===== src/rtl/mbp_pkg.sv =====
// Package: shared types and constants of the MIDI byte parser.
package mbp_pkg;

	// Event kinds on the output channel
	localparam logic [2:0] KIND_NOTE_ON  = 3'd0;
	localparam logic [2:0] KIND_NOTE_OFF = 3'd1;
	localparam logic [2:0] KIND_CC       = 3'd2;
	localparam logic [2:0] KIND_CLOCK    = 3'd3;
	localparam logic [2:0] KIND_START    = 3'd4;
	localparam logic [2:0] KIND_STOP     = 3'd5;

	// Status bytes and status nibbles
	localparam logic [7:0] ST_CLOCK       = 8'hF8;
	localparam logic [7:0] ST_START       = 8'hFA;
	localparam logic [7:0] ST_STOP        = 8'hFC;
	localparam logic [7:0] ST_SYSEX       = 8'hF0;
	localparam logic [7:0] ST_SYSEX_END   = 8'hF7;
	localparam logic [7:0] ST_NONE        = 8'h00;
	localparam logic [3:0] HI_NOTE_OFF    = 4'h8;
	localparam logic [3:0] HI_NOTE_ON     = 4'h9;
	localparam logic [3:0] HI_CC          = 4'hB;
	localparam logic [3:0] HI_PROG_CHANGE = 4'hC;
	localparam logic [3:0] HI_CHAN_PRESS  = 4'hD;
	localparam logic [3:0] HI_SYSTEM      = 4'hF;
	localparam logic [4:0] RT_PREFIX      = 5'b11111;

	localparam logic [4:0] CHAN_RT = 5'd1;

	typedef struct packed {
		logic [2:0] event_kind;
		logic [4:0] channel;
		logic [6:0] data_first;
		logic [6:0] data_second;
	} evt_t;

	typedef struct packed {
		logic valid;
		evt_t evt;
	} dec_res_t;

endpackage


===== src/rtl/mbp_if.sv =====
// Interfaces: received byte channel and event channel.
interface mbp_rx_if;
	logic       valid;
	logic       ready;
	logic [7:0] rx_byte;

	modport source (output valid, output rx_byte, input ready);
	modport sink (input valid, input rx_byte, output ready);
endinterface

interface mbp_ev_if;
	logic       valid;
	logic       ready;
	logic [2:0] event_kind;
	logic [4:0] channel;
	logic [6:0] data_first;
	logic [6:0] data_second;

	modport source (output valid, output event_kind, output channel, output data_first,
		output data_second, input ready);
	modport sink (input valid, input event_kind, input channel, input data_first,
		input data_second, output ready);
endinterface


===== src/rtl/mbp_decode.sv =====
// Decoder: parse state registers and the per-byte decode logic.
module mbp_decode (
	input  logic               clk,
	input  logic               arst_n,
	input  logic               step,
	input  logic [7:0]         rx_byte,
	output mbp_pkg::dec_res_t  res
);

	logic [7:0] cur_status_q, run_status_q;
	logic       sysex_q, cnt_q;
	logic [6:0] first_q;

	logic [7:0] cur_status_d, run_status_d;
	logic       sysex_d, cnt_d;
	logic       first_we;
	logic [7:0] eff_status;
	logic [3:0] hi;
	logic [4:0] chan;

	always_comb begin
		cur_status_d = cur_status_q;
		run_status_d = run_status_q;
		sysex_d      = sysex_q;
		cnt_d        = cnt_q;
		first_we     = 1'b0;
		eff_status   = cur_status_q;
		hi           = cur_status_q[7:4];
		chan         = {1'b0, cur_status_q[3:0]} + 5'd1;
		res          = '0;

		if (rx_byte[7]) begin
			if (rx_byte[7:3] == mbp_pkg::RT_PREFIX) begin
				// real-time: event only, state untouched
				res.evt.channel = mbp_pkg::CHAN_RT;
				case (rx_byte)
					mbp_pkg::ST_CLOCK: begin
						res.valid          = 1'b1;
						res.evt.event_kind = mbp_pkg::KIND_CLOCK;
					end
					mbp_pkg::ST_START: begin
						res.valid          = 1'b1;
						res.evt.event_kind = mbp_pkg::KIND_START;
					end
					mbp_pkg::ST_STOP: begin
						res.valid          = 1'b1;
						res.evt.event_kind = mbp_pkg::KIND_STOP;
					end
					default: res.valid = 1'b0;
				endcase
			end else begin
				// any other status ends sysex; F7 included
				cur_status_d = rx_byte;
				cnt_d        = 1'b0;
				sysex_d      = (rx_byte == mbp_pkg::ST_SYSEX);
				if (rx_byte[7:4] != mbp_pkg::HI_SYSTEM)
					run_status_d = rx_byte;
			end
		end else if (!sysex_q &&
			!(cur_status_q == mbp_pkg::ST_NONE && run_status_q == mbp_pkg::ST_NONE)) begin
			logic cnt_eff;
			cnt_eff = cnt_q;
			if (cur_status_q == mbp_pkg::ST_NONE) begin
				eff_status   = run_status_q;
				cur_status_d = run_status_q;
				cnt_eff      = 1'b0;
			end
			hi   = eff_status[7:4];
			chan = {1'b0, eff_status[3:0]} + 5'd1;
			if (hi == mbp_pkg::HI_PROG_CHANGE || hi == mbp_pkg::HI_CHAN_PRESS) begin
				cnt_d = 1'b0;
			end else if (!cnt_eff) begin
				first_we = 1'b1;
				cnt_d    = 1'b1;
			end else begin
				cnt_d                = 1'b0;
				res.evt.channel      = chan;
				res.evt.data_first   = first_q;
				res.evt.data_second  = rx_byte[6:0];
				case (hi)
					mbp_pkg::HI_NOTE_ON: begin
						res.valid          = 1'b1;
						res.evt.event_kind = (rx_byte[6:0] == 7'd0) ?
							mbp_pkg::KIND_NOTE_OFF : mbp_pkg::KIND_NOTE_ON;
					end
					mbp_pkg::HI_NOTE_OFF: begin
						res.valid          = 1'b1;
						res.evt.event_kind = mbp_pkg::KIND_NOTE_OFF;
					end
					mbp_pkg::HI_CC: begin
						res.valid          = 1'b1;
						res.evt.event_kind = mbp_pkg::KIND_CC;
					end
					default: res.valid = 1'b0;
				endcase
			end
		end
	end

	always_ff @(posedge clk or negedge arst_n) begin
		if (!arst_n) begin
			cur_status_q <= mbp_pkg::ST_NONE;
			run_status_q <= mbp_pkg::ST_NONE;
			sysex_q      <= 1'b0;
			cnt_q        <= 1'b0;
		end else if (step) begin
			cur_status_q <= cur_status_d;
			run_status_q <= run_status_d;
			sysex_q      <= sysex_d;
			cnt_q        <= cnt_d;
		end
	end

	always_ff @(posedge clk) begin
		if (step && first_we)
			first_q <= rx_byte[6:0];
	end

endmodule


===== src/rtl/mbp_out_stage.sv =====
// Result register: holds one event word until the sink takes it.
module mbp_out_stage (
	input  logic              clk,
	input  logic              arst_n,
	input  logic              step,
	input  mbp_pkg::dec_res_t res,
	output logic              take,
	mbp_ev_if.source          ev
);

	logic          valid_q;
	mbp_pkg::evt_t evt_q;

	assign take = !valid_q || ev.ready;

	always_ff @(posedge clk or negedge arst_n) begin
		if (!arst_n) begin
			valid_q <= 1'b0;
		end else if (take) begin
			valid_q <= step && res.valid;
		end
	end

	always_ff @(posedge clk) begin
		if (step && res.valid)
			evt_q <= res.evt;
	end

	assign ev.valid       = valid_q;
	assign ev.event_kind  = evt_q.event_kind;
	assign ev.channel     = evt_q.channel;
	assign ev.data_first  = evt_q.data_first;
	assign ev.data_second = evt_q.data_second;

endmodule


===== src/rtl/midi_byte_parser_core.sv =====
// Top level: MIDI byte stream parser with running status.
//
// channel | dir | words                     | payload
// rx      | in  | one received MIDI byte    | rx_byte[7:0]
// ev      | out | one decoded event, or none | event_kind, channel, data_first, data_second
//
// One byte accepted per cycle while the output does not stall; an event passes
// through the input register, then decode into the result register.
// The result register and the input register both stall only while the
// event sink holds ready low with an event pending.
// Reset clears the parse state; no status is known until one arrives.
module midi_byte_parser_core (
	input logic      clk,
	input logic      arst_n,
	mbp_rx_if.sink   rx,
	mbp_ev_if.source ev
);

	logic              valid_s1;
	logic [7:0]        byte_s1;
	logic              take, step;
	mbp_pkg::dec_res_t res;

	assign step     = valid_s1 && take;
	assign rx.ready = !valid_s1 || take;

	always_ff @(posedge clk or negedge arst_n) begin
		if (!arst_n) begin
			valid_s1 <= 1'b0;
		end else if (rx.ready) begin
			valid_s1 <= rx.valid;
		end
	end

	always_ff @(posedge clk) begin
		if (rx.ready && rx.valid)
			byte_s1 <= rx.rx_byte;
	end

	mbp_decode u_decode (
		.clk     (clk),
		.arst_n  (arst_n),
		.step    (step),
		.rx_byte (byte_s1),
		.res     (res)
	);

	mbp_out_stage u_out (
		.clk    (clk),
		.arst_n (arst_n),
		.step   (step),
		.res    (res),
		.take   (take),
		.ev     (ev)
	);

endmodule


===== src/flat_wrapper.sv =====
// flat-port wrapper written by rule: the top's interface ports become plain ports
module midi_byte_parser_core_flat 
  (clk, arst_n, rx_valid, rx_rx_byte, rx_ready, ev_valid, ev_event_kind, ev_channel, ev_data_first, ev_data_second, ev_ready);
  mbp_rx_if rx_i ();
  mbp_ev_if ev_i ();
  input logic clk;
  input logic arst_n;
  input wire logic [$bits(rx_i.valid)-1:0] rx_valid;
  input wire logic [$bits(rx_i.rx_byte)-1:0] rx_rx_byte;
  output wire logic [$bits(rx_i.ready)-1:0] rx_ready;
  output wire logic [$bits(ev_i.valid)-1:0] ev_valid;
  output wire logic [$bits(ev_i.event_kind)-1:0] ev_event_kind;
  output wire logic [$bits(ev_i.channel)-1:0] ev_channel;
  output wire logic [$bits(ev_i.data_first)-1:0] ev_data_first;
  output wire logic [$bits(ev_i.data_second)-1:0] ev_data_second;
  input wire logic [$bits(ev_i.ready)-1:0] ev_ready;
  assign rx_i.valid = rx_valid;
  assign rx_i.rx_byte = rx_rx_byte;
  assign rx_ready = rx_i.ready;
  assign ev_valid = ev_i.valid;
  assign ev_event_kind = ev_i.event_kind;
  assign ev_channel = ev_i.channel;
  assign ev_data_first = ev_i.data_first;
  assign ev_data_second = ev_i.data_second;
  assign ev_i.ready = ev_ready;
  midi_byte_parser_core u_core (.clk(clk), .arst_n(arst_n), .rx(rx_i), .ev(ev_i));
endmodule

===== config.mk =====
export PLATFORM = sky130hd
export DESIGN_NAME = midi_byte_parser_core_flat
export DESIGN_NICKNAME = d
export VERILOG_FILES = /design/src/rtl/mbp_pkg.sv /design/src/rtl/mbp_if.sv /design/src/rtl/mbp_decode.sv /design/src/rtl/mbp_out_stage.sv /design/src/rtl/midi_byte_parser_core.sv /design/src/flat_wrapper.sv
export SDC_FILE = /design/constraint.sdc
export NUM_CORES = 1
export LEC_CHECK = 0
export ABC_AREA = 0
export BUFFER_PORTS_ARGS = -buffer_cell sky130_fd_sc_hd__buf_2
export CAP_MARGIN = 20
export CORE_AREA = 5 5 86 88
export DETAILED_ROUTE_END_ITERATION = 16
export DIE_AREA = 0 0 91 93
export PLACE_DENSITY = 0.64
export SETUP_SLACK_MARGIN = 0.05
export SYNTH_ARGS = -nofsm -noshare
export SYNTH_HDL_FRONTEND = slang
export SYNTH_HIERARCHICAL = 1
export SYNTH_SLANG_ARGS = --single-unit

===== constraint.sdc =====
create_clock -name clk -period 4.44 [get_ports clk]
set_clock_uncertainty 0.1 [all_clocks]
set_input_delay 0.666 -clock clk [delete_from_list [all_inputs] [get_ports clk]]
set_output_delay 0.666 -clock clk [all_outputs]
set_load 0.03 [all_outputs]

# Yosys cells after proc, flatten, opt, wreduce, memory -nomap -nowiden
# Cells that the tools add are included.
word_totals:
  output_inout_bits: 24
  input_bits: 12
  reg_bits: 57
op_classes:
  bitwise_logic: 3
  eq_ne: 12
  reduce_logical: 23
  n_addsub: 1
  muxes: 25
ops:
  columns: ["cell", "count"]
  rows:
  - ["23-bit two-way mux", 3]
  - ["8-bit two-way mux", 5]
  - ["8-bit equality test, second input constant", 4]
  - ["4-bit equality test, second input constant", 5]
  - ["9-bit two-way mux", 2]
  - ["8-bit zero test", 2]
  - ["1-bit two-way mux", 13]
  - ["3-bit one-hot mux with 3 select lines", 1]
  - ["7-bit zero test", 1]
  - ["1-bit logical AND", 6]
  - ["2-bit one-hot mux with 3 select lines", 1]
  - ["3-bit AND reduction", 2]
  - ["3-bit OR reduction", 2]
  - ["4-bit by 1-bit adder with 5-bit output, second input constant", 1]
  - ["5-bit equality test, second input constant", 1]
  - ["1-bit zero test", 4]
  - ["4-bit != test, second input constant", 1]
  - ["4-bit AND reduction", 1]
  - ["4-bit OR reduction", 1]
  - ["1-bit logical OR", 3]
  - ["1-bit NOT", 3]
  - ["2-bit != test, second input constant", 1]
  - ["2-bit nonzero test", 1]

# Depth between registers and ports, before layout
# Gate-level depths: netlist of the first run.
logic_depth:
  ltp_word: 14
  mapped_depth: 8
  mapped_depth_nobuf: 7

# By module
# The synthesis of the first run kept the hierarchy.
by_module_without_submodules:
  columns: ["mod", "area_per_inst_um2", "cells_per_inst", "n_inst"]
  rows:
  - ["mbp_decode", 1491.4, 155, 1]
  - ["mbp_out_stage", 713.2, 27, 1]
  - ["midi_byte_parser_core", 300.3, 13, 1]

# Worst setup path after synthesis of the first run
# Ideal clock, no wire load.
synth_path:
  path_kind: "reg-to-reg"
  startpoint: "reg u_core.u_decode.cur_status_q[0]"
  endpoint: "reg u_core.u_out.evt_q (netlist bit u_core/u_out/ev.channel[0]), enable pin"
  setup_time_ps: 377
  stages_incl_launch_ff: 7
  slack_ps: 1820
  arrival_time_ps: 2143
  cell_sequence: "dfrtp_1 nor4_4 a41oi_1 or4_1 o21ai_0 nand2_1 inv_1"
synth_rtl:
  columns: ["element", "line", "rtl"]
  rows:
  - ["start, declared", "mbp_decode.sv:10", "logic [7:0] cur_status_q, run_status_q;"]
  - ["start signal, assigned", "mbp_decode.sv:102", "cur_status_q <= mbp_pkg::ST_NONE;"]
  - ["start signal, assigned", "mbp_decode.sv:107", "cur_status_q <= cur_status_d;"]
  - ["end signal, assigned", "mbp_out_stage.sv:26", "evt_q <= res.evt;"]
  - ["end, declared", "mbp_out_stage.sv:12", "mbp_pkg::evt_t evt_q;"]

==> flow_summary.yaml, run 1 <==
detailed_routing:
  via_per_inst: 5.25
  wl_um: 5080
  first_iter_violations: 149
  drcViolationCount: 0
  avgRoutedWirePerCell_um: 15.8
  drtPass1Iterations: 4
  ant_nets: 0
  via_count: 1689
grt:
  overflow: 0
  busiest_layer: "met2"
  grt_pass1_wl_um: 8380
  grt_pass1_vias: 1675
  grt_use_met2_pct: 18.4
  met3_usage_pct: 4.18
  grt_max_degree: 23
  antenna_found_initial: 0
  grt.met1_usage_pct: 17.0
  grt_usage_pct: 12.6
finish:
  seqCellArea_mm2: 0.00161
  area_growth_pct: 19.4
  fill_cells: 587
  final_area_mm2: 0.00299
  diodes: 0
  final_nets: 250
  multi_input_area_um2: 830
  finish.utilization_pct: 45.5
  drive_gt1_share_pct: 27.7
synth:
  syn_inst: 195
  synth_commonest_cells: "37 x edfxtp_1, 20 x dfrtp_1, 19 x nor2_1"
  yosys-top-cells-area: "edfxtp_1 44%, dfrtp_1 20%, and2_1 4.2%, nor2_1 2.8%, a21oi_1 2.0%"
  yosys_warnings: 6
  synth-seq-cells: 57
  yosys.area.top_type: "edfxtp_1"
  syn_area_per_cell_um2: 12.8
  syn_area_mm2: 0.00250
  synth_cell_types: 42
  ys_async_sr_fraction_pct: 35.1
  ys_seq_area_share_pct: 64.3
  synth_top_cell_area_share_pct: 44.4
  synth_fp_nets: 208
  yosysMostFrequentCell: "edfxtp_1"
  synth_flop_cell: "edfxtp_1"
  synth_edf_count: 37
worst_setup_path:
  r2r-start: "u_core/u_decode/cur_status_q[0]"
  required_ns: 4.29
  crit_path_start_kind: "flop"
  reg2reg_depth: 6
  end_kind: "flop"
  ff2ff_setup_slack_ns: 1.41
  cp_max_fo: 22
  critPathArrivalTime_ns: 2.88
  critPathKind: "flop to flop"
  r2r_end: "u_core/u_out/ev.channel[4]"
pwr:
  vdd_drop_max_v: 0.000190
  power_density_mw_per_mm2: 468
  total_power_w: 0.00140
  power.leakage_nw: 1.19
clock_network:
  cts_resized: 0
  cts_buffer_depth: 2
  path_clk_slew_ns: 0.07
  clk_latency_ns: 0.33
  cts_buffers: 9
  cts_hold_buf: 0
  htree_levels: 3
  cts_tree: "yes"
  cts_root_buf: "clkbuf_8"
  cts_setup_buffers: 0
  cts_sinks: 57
sta:
  holdWs_ns: 0.186
  period_needed_ns: 3.03
  drv_slew: 0
  finalCritPeriodShare_pct: 68.3
  setup_violations: 0
  finalSetupTns_ns: 0
  rsz0062_at_grt: "false"
  worst_pin_slew_ns: 0.840
  clock.fmax_mhz: 330
  hold_viol_final: 0
  maxSlewHeadroom_pct: 43.8
die:
  die_area_mm2: 0.00846
  core_mm2: 0.00657
  rows: 30
  io_pins: 36
  fp.dieW_um: 91
  initial_core_util_pct: 38.1
  die_h_um: 93
placed_design:
  numPortBuffers: 35
  placed_cell_area_mm2: 0.00276
  dpl.hpwl_um: 3660
  place_congestion: 0.883
outcome:
  outcome: "complete, no violations"
job:
  maxCapViolations: 0
hold_path:
  hp-class: "primary input to asynchronous set/reset pin"
critical path, cell delays in order, from the launching register on:
cell and delay, ns:
dfrtp_1 0.46, nor4_4 0.51, a41oi_1 0.18, or4_1 0.47, o21ai_0 0.20, nand2_1 0.11, inv_1 0.62
how the worst max path moves through the flow:
stage | startpoint | end | slack (ns) | cells after the start
after global placement | u_core/u_decode/cur_status_q[0] | u_core/u_out/ev.data_first[3] | 1.53 | 6
after global routing | u_core/u_decode/cur_status_q[0] | u_core/u_out/ev.event_kind[1] | 1.19 | 6
after floorplan | u_core/u_decode/cur_status_q[0] | u_core/u_out/ev.channel[0] | 1.82 | 6
after detailed placement | u_core/u_decode/cur_status_q[0] | u_core/u_out/ev.data_second[1] | 1.40 | 6
after CTS | u_core/u_decode/cur_status_q[0] | u_core/u_out/ev.channel[4] | 1.39 | 6
final | u_core/u_decode/cur_status_q[0] | u_core/u_out/ev.channel[4] | 1.41 | 6
layer usage:
| layer | vias up | routed length, um | part of all wire, % |
|---|---|---|---|
| met2 | 64 | 2280 | 45 |
| met5 | - | 0 | 0 |
| li1 | 803 | - | - |
| met1 | 814 | 2330 | 46 |
| met4 | 0 | 84 | 1.7 |
| met3 | 8 | 381 | 7.5 |
registers in the layout (all words and copies together) (netlist names), 3 cells and up:
signal,flops
u_core/u_out/ev.event_kind,3
u_core/u_decode/run_status_q,8
u_core/byte_s1,8
u_core/u_out/ev.data_first,7
u_core/u_out/ev.channel,5
u_core/u_out/ev.data_second,7
u_core/u_decode/first_q,7
u_core/u_decode/cur_status_q,8
area by class of cell:
cell class	count	share of cell area [%]
Sequential cell	57	53.9
Multi-Input combinational cell	122	27.7
Timing Repair Buffer	35	5.86
Clock buffer	12	5.19
Tap cell	80	3.35
Clock inverter	4	2.51
Inverter	12	1.51
logic make-up (layout without fill, tap and decap cells):
kind of cell	count (synthesis)	after routing	share of synthesized area [%]
and+or+nand+nor	75	75	18.7
muxes	7	7	3.00
xor gates and xnor gates	3	3	1.05
DFF	57	57	64.3
AOI/OAI and AO/OA	36	36	9.84
adders and majority gates	1	1	0.499
buffers and inverters	16	63	2.55
through the flow:
step / std cells / worst slack [ns]
floorplan: 195 / 1.82
global placement: 306 / 1.53
detailed placement: 306 / 1.40
CTS: 322 / 1.39
global route: 322 / 1.19
finish: 322 / 1.41
where the power goes:
group / internal, W / total, W / switching (W)
Sequential: 0.000622 / 0.000681 / 0.0000592
Clock: 0.000347 / 0.000541 / 0.000195
Combinational: 0.0000732 / 0.000179 / 0.000106
cell usage in the layout, fill, tap and decap left out, drive strengths merged, types with 4 or more instances in the layout:
cell     n
nand2    8
o21ai    7
inv     12
edfxtp  37
nor4     5
a21oi   10
buf     35
and2    18
nand4    4
a41oi    5
mux2     4
clkbuf  12
or2      4
nor2    19
dfrtp   20
Power figures use the tool's default switching activity.
==> run 2: changes to the inputs <==
clock period = 3 ns   (was 4.44 ns; I/O delays follow)
==> run 2 against run 1 <==
- flip-flop and latch count did not move
- worst setup slack worse by 1.0 ns
- first-iteration DRC count down 34%
- utilization is 0.51 points lower
- non-clock buffer count is 4 higher
- die area stayed put
- via count barely moved
- critical path depth is 1 higher
- sequential share of layout area is 0.62 points higher
- clock power rose by 9.4%
- wire length shrank 1.4%
- sequential power up 48%
- critical endpoint is now u_core/u_out/ev.channel[1]
- largest cell class unchanged
==> flow_summary.yaml, run 2 (synthesis gave the netlist of run 1 again) <==
finish:
  fill_cells: 608
  top_regs: "u_core/byte_s1 (8), u_core/u_decode/cur_status_q (8), u_core/u_decode/run_status_q (8)"
  final_cell_mix: "37 x edfxtp_1, 35 x buf_2, 20 x dfrtp_1"
  final_area_mm2: 0.00296
  final_common_cell: "edfxtp_1"
  diodes: 0
  final_nets: 254
  seqCellArea_mm2: 0.00161
  multi_input_area_um2: 830
  area_growth_pct: 18.1
  drive_gt1_share_pct: 27.6
die:
  die_h_um: 93
  initial_core_util_pct: 38.1
  core_mm2: 0.00657
  die_area_mm2: 0.00846
  fp.dieW_um: 91
  io_pins: 36
  rows: 30
grt:
  grt_usage_pct: 12.8
  grt_pass1_vias: 1678
  antenna_found_initial: 0
  grt_max_degree: 23
  grt_pass1_wl_um: 8450
  overflow: 0
worst_setup_path:
  critPathArrivalTime_ns: 2.52
  reg2reg_depth: 7
  critPathMaxStageDelay_ns: 0.48
  r2r-start: "u_core/u_decode/cur_status_q[0]"
  cp_num_buf_inv: 2
  critPathKind: "flop to flop"
  crit_start: "u_core/u_decode/cur_status_q[0]"
  path_cells: "nor4_4 -> a41oi_1 -> or4_1 -> o21ai_0 -> nand2_1 -> inv_1 -> buf_4"
  end_kind: "flop"
  crit_path_start_kind: "flop"
  cp_slowest_cell: "nor4_4"
  ff2ff_setup_slack_ns: 0.39
  required_ns: 2.90
  cp_num_cells: 7
  cp_top_family: "simple AND/OR/NAND/NOR gates"
  crit_end: "u_core/u_out/ev.channel[1]"
  r2r_end: "u_core/u_out/ev.channel[1]"
  cp_max_fo: 22
detailed_routing:
  ant_nets: 0
  first_iter_violations: 99
  via_count: 1688
  drcViolationCount: 0
  via_per_inst: 5.18
  drtPass1Iterations: 4
  wl_um: 5010
  avgRoutedWirePerCell_um: 15.4
sta:
  worst_pin_slew_ns: 0.495
  drv_slew: 0
  holdWs_ns: 0.193
  worst_slack_ns: 0.388
  maxSlewHeadroom_pct: 66.7
  finalSetupTns_ns: 0
  finalCritPeriodShare_pct: 87.1
  hold_viol_final: 0
  rsz0062_at_grt: "false"
  period_needed_ns: 2.61
  clock.fmax_mhz: 383
  setup_violations: 0
clock_network:
  cts_root_buf: "clkbuf_8"
  cts_tree: "yes"
  htree_levels: 3
  cts_buffer_depth: 2
  clk_latency_ns: 0.33
  path_clk_slew_ns: 0.06
  cts_sinks: 57
  cts_resized: 0
  cts_buffers: 9
placed_design:
  numPortBuffers: 35
  placed_cell_area_mm2: 0.00278
  place_congestion: 0.940
  pre_cts_ws_ns: 0.393
  dpl.hpwl_um: 3680
pwr:
  power_density_mw_per_mm2: 632
  power.leakage_nw: 1.18
  vdd_drop_max_v: 0.000312
  total_power_w: 0.00187
hold_path:
  hp-class: "primary input to flop"
job:
  maxCapViolations: 0
outcome:
  outcome: "complete, no violations"
==> run 2: metal layers <==
metal	vias up	global-route usage (%)	wire length (um)
li1	815	-	-
met1	799	16.7	2220
met2	69	19.8	2260
met3	5	4.34	459
met4	0	4.77	72
met5	-	0	0
==> run 2: report_power, final <==
| group | switching [W] | total, W | internal (W) |
|---|---|---|---|
| registers | 0.0000854 | 0.00101 | 0.000920 |
| logic | 0.000160 | 0.000272 | 0.000112 |
| clock network | 0.000295 | 0.000592 | 0.000296 |
| total | 0.000541 | 0.00187 | 0.00133 |
==> run 2: through the flow <==
step,cells,utilization (%)
floorplan,195,-
detailed placement,309,42.4
global route,326,45.0
finish,326,45.0
CTS,326,45.0
global placement,309,42.4
==> run 2: cell type report <==
type	count	area share, %
multi-input combinational	122	28.0
sequential	57	54.5
inverter	12	1.52
clock buffer	11	4.44
tap	80	3.38
clock inverter	5	1.10
timing repair buffer	39	7.02
==> run 2: repair_timing <==
action / 4_1_cts / 5_1_grt
buffers inserted: 0 / 0
hold buffers: 1 / 0
endpoints found under the hold margin: 20 / 0
==> run 2: worst min path at each step <==
| stage | slack (ns) | cells after the start | start | to |
|---|---|---|---|---|
| 6_report | 0.19 | 1 | rx_rx_byte[3] | u_core/byte_s1[3] |
| 5_1_grt | 0.17 | 1 | rx_rx_byte[2] | u_core/byte_s1[2] |
| 4_1_cts | 0.17 | 1 | rx_rx_byte[3] | u_core/byte_s1[3] |
| 3_5_place_dp | 0.34 | 1 | arst_n | u_core/u_decode/cur_status_q[3] |
| 3_3_place_gp | 0.33 | 1 | arst_n | u_core/u_decode/cur_status_q[3] |
| 2_1_floorplan | 0.05 | 0 | arst_n | u_core/u_decode/cnt_q |
